**config.mk**
```make
export PLATFORM = sky130hd
export DESIGN_NAME = lowest_timestamp_safety_check
export DESIGN_NICKNAME = d
export VERILOG_FILES = /design/src/rtl/lts_pkg.sv /design/src/rtl/lowest_timestamp_safety_check.sv /design/src/rtl/lts_ctrl.sv /design/src/rtl/lts_dp.sv
export SDC_FILE = /design/constraint.sdc
export NUM_CORES = 2
export LEC_CHECK = 0
export ABC_AREA = 0
export BUFFER_PORTS_ARGS = -buffer_cell sky130_fd_sc_hd__buf_2
export CAP_MARGIN = 20
export CORE_ASPECT_RATIO = 2
export CORE_UTILIZATION = 60
export CTS_BUF_LIST = sky130_fd_sc_hd__clkbuf_2
export DETAILED_ROUTE_END_ITERATION = 10
export GPL_ROUTABILITY_DRIVEN = 0
export PLACE_DENSITY = 0.76
export SKIP_CTS_REPAIR_TIMING = 1
export SYNTH_ARGS = -nofsm -noshare
export SYNTH_HDL_FRONTEND = slang
export SYNTH_HIERARCHICAL = 1
export SYNTH_SLANG_ARGS = --single-unit
```
**constraint.sdc**
```tcl
create_clock -name clk_i -period 12.3 [get_ports clk_i]
set_input_delay 1.23 -clock clk_i [delete_from_list [all_inputs] [get_ports clk_i]]
set_output_delay 1.23 -clock clk_i [all_outputs]
set_load 0.1 [all_outputs]
```
**src/rtl/lts_pkg.sv**
```systemverilog
// ----------------------------------------------------------------------------
// lts_pkg
// Shared types and constants of the lowest-timestamp safety check.
// ----------------------------------------------------------------------------
package lts_pkg;

  localparam int unsigned TimeW = 48;
  localparam int unsigned CoreIdW = 4;
  localparam int unsigned ActiveW = 5;
  localparam int unsigned UpdW = 4;
  localparam int unsigned DefMaxCores = 16;

  localparam logic [TimeW-1:0] TIME_INF = '1;
  localparam logic [ActiveW-1:0] ACTIVE_RST = ActiveW'(16);
  localparam logic [UpdW-1:0] UPD_MAX = '1;

  typedef enum logic [1:0] {
    ACT_START  = 2'd0,
    ACT_COMMIT = 2'd1,
    ACT_CHECK  = 2'd2
  } action_e;

  typedef enum logic [2:0] {
    ST_IDLE,
    ST_WRITE,
    ST_OWN,
    ST_SCAN,
    ST_LAST,
    ST_FIN
  } state_e;

  typedef struct packed {
    logic load;
    logic wr;
    logic rd;
    logic rd_own;
    logic clr;
    logic fin;
    logic fin_zero;
  } cmd_t;

endpackage

```
**src/rtl/lowest_timestamp_safety_check.sv**
```systemverilog
// ----------------------------------------------------------------------------
// lowest_timestamp_safety_check
// Keeps running and sending times per core and decides whether a core holds
// the lowest timestamp among the active cores.
// ----------------------------------------------------------------------------
// A transaction is taken when start_i is high and busy_o is low. Its result
// shows on safe_o and min_updates_o for exactly one cycle with done_o high;
// the receiver cannot stall it. A start or commit writes the tables in the
// state after accept and then registers its result. A check reads the
// checker's own time, then scans N cores, where N is the active core count
// limited to MAX_CORES: the time tables have one read port, so the scan reads
// one core per cycle; the last read is registered, then the result is formed
// and registered. An item with a core id beyond the tables or a spare action
// code gives a zero result in the cycle after accept. The next transaction
// may be taken in the cycle its predecessor's result is shown. active_cores
// may be written only while idle.
module lowest_timestamp_safety_check #(
  parameter int unsigned MAX_CORES = lts_pkg::DefMaxCores
) (
  input  logic                        clk_i,
  input  logic                        rst_ni,
  input  logic                        start_i,
  output logic                        busy_o,
  input  logic [1:0]                  action_i,
  input  logic [lts_pkg::CoreIdW-1:0] core_id_i,
  input  logic [lts_pkg::TimeW-1:0]   time_value_i,
  input  logic                        cfg_we_i,
  input  logic [lts_pkg::ActiveW-1:0] cfg_wdata_i,
  output logic                        done_o,
  output logic                        safe_o,
  output logic [lts_pkg::UpdW-1:0]    min_updates_o
);
  import lts_pkg::*;

  localparam int unsigned IdxW = $clog2(MAX_CORES);

  cmd_t            cmd;
  logic [IdxW-1:0] scan_idx;

  lts_ctrl #(
    .MAX_CORES (MAX_CORES)
  ) u_ctrl (
    .clk_i       (clk_i),
    .rst_ni      (rst_ni),
    .start_i     (start_i),
    .action_i    (action_i),
    .core_id_i   (core_id_i),
    .cfg_we_i    (cfg_we_i),
    .cfg_wdata_i (cfg_wdata_i),
    .busy_o      (busy_o),
    .cmd_o       (cmd),
    .scan_idx_o  (scan_idx)
  );

  lts_dp #(
    .MAX_CORES (MAX_CORES)
  ) u_dp (
    .clk_i         (clk_i),
    .rst_ni        (rst_ni),
    .cmd_i         (cmd),
    .scan_idx_i    (scan_idx),
    .action_i      (action_i),
    .core_id_i     (core_id_i),
    .time_value_i  (time_value_i),
    .done_o        (done_o),
    .safe_o        (safe_o),
    .min_updates_o (min_updates_o)
  );

endmodule

```
**src/rtl/lts_ctrl.sv**
```systemverilog
// ----------------------------------------------------------------------------
// lts_ctrl
// Sequencer: decodes transactions, walks the core tables during a check and
// holds the active core count register.
// ----------------------------------------------------------------------------
module lts_ctrl #(
  parameter int unsigned MAX_CORES = lts_pkg::DefMaxCores,
  parameter int unsigned IdxW = $clog2(MAX_CORES),
  parameter int unsigned CntW = $clog2(MAX_CORES + 1)
) (
  input  logic                        clk_i,
  input  logic                        rst_ni,
  input  logic                        start_i,
  input  logic [1:0]                  action_i,
  input  logic [lts_pkg::CoreIdW-1:0] core_id_i,
  input  logic                        cfg_we_i,
  input  logic [lts_pkg::ActiveW-1:0] cfg_wdata_i,
  output logic                        busy_o,
  output lts_pkg::cmd_t               cmd_o,
  output logic [IdxW-1:0]             scan_idx_o
);
  import lts_pkg::*;

  state_e              state_q, state_d;
  logic [IdxW-1:0]     idx_q, idx_d;
  logic [ActiveW-1:0]  active_q;
  logic [CntW-1:0]     cnt;
  logic                in_rng;
  logic                is_wr;
  logic                is_chk;

  assign in_rng = 32'(core_id_i) < MAX_CORES;
  assign is_wr  = (action_i == ACT_START) || (action_i == ACT_COMMIT);
  assign is_chk = action_i == ACT_CHECK;
  assign cnt    = (32'(active_q) > MAX_CORES) ? CntW'(MAX_CORES) : CntW'(active_q);

  always_ff @(posedge clk_i or negedge rst_ni) begin
    if (!rst_ni) begin
      state_q  <= ST_IDLE;
      idx_q    <= '0;
      active_q <= ACTIVE_RST;
    end else begin
      state_q <= state_d;
      idx_q   <= idx_d;
      if (cfg_we_i) begin
        active_q <= cfg_wdata_i;
      end
    end
  end

  always_comb begin
    state_d = state_q;
    idx_d   = idx_q;
    cmd_o   = '0;
    unique case (state_q)
      ST_IDLE: begin
        if (start_i) begin
          cmd_o.load = 1'b1;
          if (is_wr && in_rng) begin
            state_d = ST_WRITE;
          end else if (is_chk && in_rng) begin
            state_d = ST_OWN;
          end else begin
            cmd_o.fin      = 1'b1;
            cmd_o.fin_zero = 1'b1;
          end
        end
      end
      ST_WRITE: begin
        cmd_o.wr       = 1'b1;
        cmd_o.fin      = 1'b1;
        cmd_o.fin_zero = 1'b1;
        state_d        = ST_IDLE;
      end
      ST_OWN: begin
        cmd_o.rd     = 1'b1;
        cmd_o.rd_own = 1'b1;
        cmd_o.clr    = 1'b1;
        idx_d        = '0;
        state_d      = (cnt == '0) ? ST_LAST : ST_SCAN;
      end
      ST_SCAN: begin
        cmd_o.rd = 1'b1;
        idx_d    = idx_q + 1'b1;
        if (CntW'(idx_q) + 1'b1 == cnt) begin
          state_d = ST_LAST;
        end
      end
      ST_LAST: begin
        state_d = ST_FIN;
      end
      ST_FIN: begin
        cmd_o.fin = 1'b1;
        state_d   = ST_IDLE;
      end
      default: begin
        state_d = ST_IDLE;
      end
    endcase
  end

  assign busy_o     = state_q != ST_IDLE;
  assign scan_idx_o = idx_q;

endmodule

```
**src/rtl/lts_dp.sv**
```systemverilog
// ----------------------------------------------------------------------------
// lts_dp
// Datapath: running and sending time tables, running minimum and result
// registers.
// ----------------------------------------------------------------------------
module lts_dp #(
  parameter int unsigned MAX_CORES = lts_pkg::DefMaxCores,
  parameter int unsigned IdxW = $clog2(MAX_CORES)
) (
  input  logic                        clk_i,
  input  logic                        rst_ni,
  input  lts_pkg::cmd_t               cmd_i,
  input  logic [IdxW-1:0]             scan_idx_i,
  input  logic [1:0]                  action_i,
  input  logic [lts_pkg::CoreIdW-1:0] core_id_i,
  input  logic [lts_pkg::TimeW-1:0]   time_value_i,
  output logic                        done_o,
  output logic                        safe_o,
  output logic [lts_pkg::UpdW-1:0]    min_updates_o
);
  import lts_pkg::*;

  logic [TimeW-1:0]     run_mem [MAX_CORES];
  logic [TimeW-1:0]     snd_mem [MAX_CORES];
  logic [MAX_CORES-1:0] vld_q;

  logic                 start_q;
  logic [IdxW-1:0]      core_q;
  logic [TimeW-1:0]     time_q;

  logic [IdxW-1:0]      rd_addr;
  logic [TimeW-1:0]     run_rd_q, snd_rd_q;
  logic                 hit_q;
  logic                 rd_vld_q, rd_own_q;
  logic [IdxW-1:0]      rd_idx_q;
  logic [TimeW-1:0]     r_eff, s_eff;

  logic [TimeW-1:0]     min_q, own_q;
  logic [IdxW-1:0]      min_core_q;
  logic                 have_q;
  logic [UpdW-1:0]      upd_q;
  logic                 lower;
  logic                 safe_c;

  logic                 done_q, safe_q;
  logic [UpdW-1:0]      upd_out_q;

  always_ff @(posedge clk_i) begin
    if (cmd_i.load) begin
      start_q <= action_i == ACT_START;
      core_q  <= IdxW'(core_id_i);
      time_q  <= time_value_i;
    end
  end

  always_ff @(posedge clk_i) begin
    if (cmd_i.wr) begin
      run_mem[core_q] <= start_q ? time_q : TIME_INF;
      snd_mem[core_q] <= start_q ? TIME_INF : time_q;
    end
    run_rd_q <= run_mem[rd_addr];
    snd_rd_q <= snd_mem[rd_addr];
    rd_idx_q <= rd_addr;
  end

  assign rd_addr = cmd_i.rd_own ? core_q : scan_idx_i;

  always_ff @(posedge clk_i or negedge rst_ni) begin
    if (!rst_ni) begin
      vld_q    <= '0;
      hit_q    <= 1'b0;
      rd_vld_q <= 1'b0;
      rd_own_q <= 1'b0;
    end else begin
      if (cmd_i.wr) begin
        vld_q[core_q] <= 1'b1;
      end
      hit_q    <= vld_q[rd_addr];
      rd_vld_q <= cmd_i.rd;
      rd_own_q <= cmd_i.rd_own;
    end
  end

  assign r_eff = hit_q ? run_rd_q : TIME_INF;
  assign s_eff = hit_q ? snd_rd_q : TIME_INF;
  assign lower = (r_eff < min_q) || (s_eff < min_q);

  always_ff @(posedge clk_i or negedge rst_ni) begin
    if (!rst_ni) begin
      min_q      <= TIME_INF;
      own_q      <= TIME_INF;
      min_core_q <= '0;
      have_q     <= 1'b0;
      upd_q      <= '0;
    end else if (cmd_i.clr) begin
      min_q      <= TIME_INF;
      min_core_q <= '0;
      have_q     <= 1'b0;
      upd_q      <= '0;
    end else if (rd_vld_q) begin
      if (rd_own_q) begin
        own_q <= r_eff;
      end else if ((rd_idx_q != core_q) && lower) begin
        min_q      <= (r_eff < s_eff) ? r_eff : s_eff;
        min_core_q <= rd_idx_q;
        have_q     <= 1'b1;
        if (upd_q != UPD_MAX) begin
          upd_q <= upd_q + 1'b1;
        end
      end
    end
  end

  assign safe_c = (own_q < min_q) ||
                  ((own_q == min_q) && (!have_q || (core_q < min_core_q)));

  always_ff @(posedge clk_i or negedge rst_ni) begin
    if (!rst_ni) begin
      done_q <= 1'b0;
    end else begin
      done_q <= cmd_i.fin;
    end
  end

  always_ff @(posedge clk_i) begin
    if (cmd_i.fin) begin
      safe_q    <= cmd_i.fin_zero ? 1'b0 : safe_c;
      upd_out_q <= cmd_i.fin_zero ? '0 : upd_q;
    end
  end

  assign done_o        = done_q;
  assign safe_o        = safe_q;
  assign min_updates_o = upd_out_q;

endmodule

```
==> key figures <==
Synth
  – Post-synth ARST share: 0.0748
  – Dominant synthesized flop cell: edfxtp_1
  – Gate Count Post-Synth: 6,061
  – Post-synth EDFFs: 1,594
  – Synth warn: 6
  – Mean Syn Cell Area: 12.5 um^2
  – Synth top area share: 0.630
  – Area leader, netlist: edfxtp_1
  – Synth unique cells: 73
  – Cell Area, Synth: 76,000 um^2
  – Yosys reg bits: roughly 1,800
  – Synth area leaders: edfxtp_1, nand2_1, nand3_1
  – Post-synthesis sequential area ratio: 0.703
  – Syn_nets: 6,318

GRT
  – GRT overflow: 0
  – First-pass GRT wire length: 300,000 um
  – Antenna violations before repair: 13
  – Vias in the first global route: 51,400
  – Total GRT Usage: 0.317
  – Pin count of the biggest net entering global routing: 203

Placed design
  – Post-DP HPWL: ~110,000 um
  – Port Buffer Count: 69

Cells and area
  – Synth-to-Final Area Change: 7.96%
  – Final core utilization: 0.652
  – Layout cells sized above 1: 0.150
  – Final net count: 6,540
  – Fill cells: 9,055

Floorplanning
  – Initial Util: 0.604
  – # rows: roughly 180
  – DIE AREA: 128,000 um^2
  – Die X: roughly 250 um
  – Boundary pin count: 70
  – Core box area: 126,000 um^2
  – Die Height: 505 um

Worst setup path
  – CP arrival: ~7300 ps
  – Slowest stage delay, CP: 860 ps
  – Crit path max fanout: 155
  – Critical Path Sink Type: flop
  – Critical path class: flop to flop
  – Worst-path cell chain: nand2b_1, nor2_4, buf_4, mux2i_4, buf_4, inv_8, buf_12, buf_4, nand2_1, and3_1, a311oi_1, a311oi_1, a31oi_1
  – Req. time, crit path: 13,900 ps
  – Critical-path top delay cell: buf_4
  – Startpoint Class: flop
  – CP most frequent cell: buf_4

Routing
  – WL final: 202,000 um
  – Routed WL per cell: 24.4 um
  – First-pass DRT Iterations: 5
  – Met1 WL: 70,200 um
  – Final antenna-violating net count: 0
  – Top Layer Used: met4
  – Met2 WL: 102,000 um
  – Met3 wire len: approximately 17,000 um
  – DRC violations left: 0
  – Vias: 51,400
  – Vias per cell: 6.22
  – Starting DRT DRC Count: 5,332

Pwr
  – Lkg Pwr: 30.5 nW
  – Sw Share: 0.413
  – Pint: approximately 0.012 W
  – Combinational power share: 0.410
  – Sequential share of power: 0.410
  – Switch Pwr: 0.00825 W
  – Clock share of power: 0.181
  – Maximum vdd drop: approximately 0.24 mV
  – Cell Pwr Density: around 240 nW/um^2

Clock network
  – H-tree depth: 5
  – CTS sink count: 1,831
  – Clk_lat worst skew: around 1700 ps
  – CTS tree: done
  – CTS clk-pin slew, worst paths: approximately 120 ps
  – Root Buffer: clkbuf_2
  – Num CTS Buffers: 379
  – Clock Path Buffers: 4

STA
  – Tightest Pin Transition: 1290 ps
  – Pins over their slew limit: 0
  – Final setup fails: 0
  – Final Hold Vio Count: 0
  – Period Utilization, post-route: 0.464
  – Minimum clock period: 5710 ps
  – Setup tns final: 0 ps
  – Peak Freq: 175 MHz
  – RSZ-0062 raised after global routing: no
  – Max-slew headroom: 0.140
  – Setup Skew: 189 ps

Run status
  – Outcome: finished, final reports clean

Run
  – Max_cap viols: 0

Min path
  – Hold Crit Class: input pin to flop
[power by group through the flow]
stage | combinational [W] | clock (W) | sequential (W)
2_1_floorplan | 0.00580 | 0 | 0.00807
3_3_place_gp | 0.00777 | 0 | 0.00831
3_5_place_dp | 0.00801 | 0 | 0.00832
4_1_cts | 0.00804 | 0.00367 | 0.00818
5_1_grt | 0.00891 | 0.00396 | 0.00822
6_report | 0.00819 | 0.00361 | 0.00819
[cell type report]
type / instances / area, um^2 / share of cell area
multi-input cells: 3737 / 20700 / 0.253
inverters: 116 / 453 / 0.00552
clock inverters: 123 / 723 / 0.00882
flip-flops and latches: 1831 / 53400 / 0.651
clock buffers: 552 / 2760 / 0.0337
diodes: 19 / 47.5 / 0.000580
repair buffers: 218 / 1780 / 0.0217
well taps: 1674 / 2090 / 0.0255
[cells in the mapped netlist (11+ instances only)]
cell type     n
a31oi_1      99
nor2_1       98
a311oi_1    194
buf_1        13
nor3_1       11
a21o_1       29
dfrtp_1      40
dfxtp_1     100
mux2i_1      56
dfstp_2      97
a21oi_1      60
nand4_1      31
mux2_2       51
a211o_1      47
o21ai_0      41
ha_1        194
inv_1       114
edfxtp_1   1594
nor2b_1      12
nand3_1     798
clkbuf_1    274
buf_2        84
nand2b_1    148
or2_2        65
nand2_1    1600
a211oi_1     12
and3_1      100
[worst max-delay path, delay by kind of cell (launching register included)]
| kind | cells | cell delay, ps |
|---|---|---|
| AND/OR/NAND/NOR | 4 | 980 |
| AO/OA/AOI/OAI | 3 | 560 |
| flip-flops | 1 | 450 |
| buffers and inverters | 5 | 3110 |
| multiplexers | 1 | 110 |
[cells by family after synthesis]
family	after synthesis	share of synthesized area
AND/OR/NAND/NOR	2894	0.170
flip-flops	1831	0.703
buffers and inverters	493	0.0263
multiplexers	108	0.0151
adder cells (fa/ha/maj)	194	0.0320
AO/OA/AOI/OAI	534	0.0525
XOR/XNOR	7	0.000988
[registers in the layout (all words and copies together) (netlist names), 3 cells and up]
register / cells
u_ctrl/state_q: 3
u_dp/run_rd_q: 48
u_dp/run_mem: 768
u_dp/min_updates_o: 4
u_dp/upd_q: 4
u_dp/vld_q: 16
u_dp/min_core_q: 4
u_ctrl/active_q: 5
u_ctrl/scan_idx_o: 4
u_dp/snd_rd_q: 48
u_dp/rd_idx_q: 4
u_dp/time_q: 48
u_dp/min_q: 48
u_dp/snd_mem: 768
u_dp/core_q: 4
u_dp/own_q: 48
[worst paths after layout]
| check | startpoint | to | slack, ps | cells past startpoint |
|---|---|---|---|---|
| max in group asynchronous | rst_ni | u_dp/vld_q[1] | 10700 | 3 |
| min reg2reg | u_dp/vld_q[9] | u_dp/vld_q[9] | 480 | 1 |
| max reg2reg | u_ctrl/state_q[2] | u_dp/snd_rd_q[5] | 6590 | 13 |
| max | u_ctrl/state_q[2] | u_dp/snd_rd_q[5] | 6590 | 13 |
| min | action_i[1] | u_ctrl/state_q[1] | 50 | 4 |
| min in group asynchronous | rst_ni | u_dp/min_core_q[2] | 360 | 2 |
[stage by stage]
stage                     instances  power [W]  hold WS [ps]  area [um^2]  setup slack (ps)
after floorplan                6061     0.0139           439        76000              3450
after global placement         7507     0.0161           452        77800              6850
after detailed placement       7509     0.0163           453        77800              6660
after CTS                      8184     0.0199          -521        81300              6670
after global routing           8265     0.0211         -12.9        82000              6320
final                          8270     0.0200          48.6        82000              6590
[layer usage]
layer,vias to the layer above,GRT usage
met5,-,0
li1,22700,-
met2,2836,0.530
met1,25200,0.372
met4,0,0.213
met3,637,0.0544
[layout by cell type (no fill, tap or decap), types with 22 or more instances in the layout]
master,netlist,routed
a31oi_1,99,99
ha_1,194,194
a21o_1,29,29
clkbuf_2,0,552
dfrtp_1,40,39
o21ai_0,41,41
buf_4,1,71
dfxtp_1,100,100
a311oi_1,194,194
nor2_1,98,85
clkinv_2,0,22
nand2b_1,148,148
inv_1,114,113
dfstp_2,97,97
nand4_1,31,31
nand3_1,798,798
nand2_1,1600,1600
buf_2,84,68
clkinv_1,0,86
a21oi_1,60,60
edfxtp_1,1594,1594
mux2i_1,56,52
dlygate4sd3_1,0,66
and3_1,100,99
a211o_1,47,47
mux2_2,51,51
or2_2,65,65
Power figures use the tool's default switching activity.
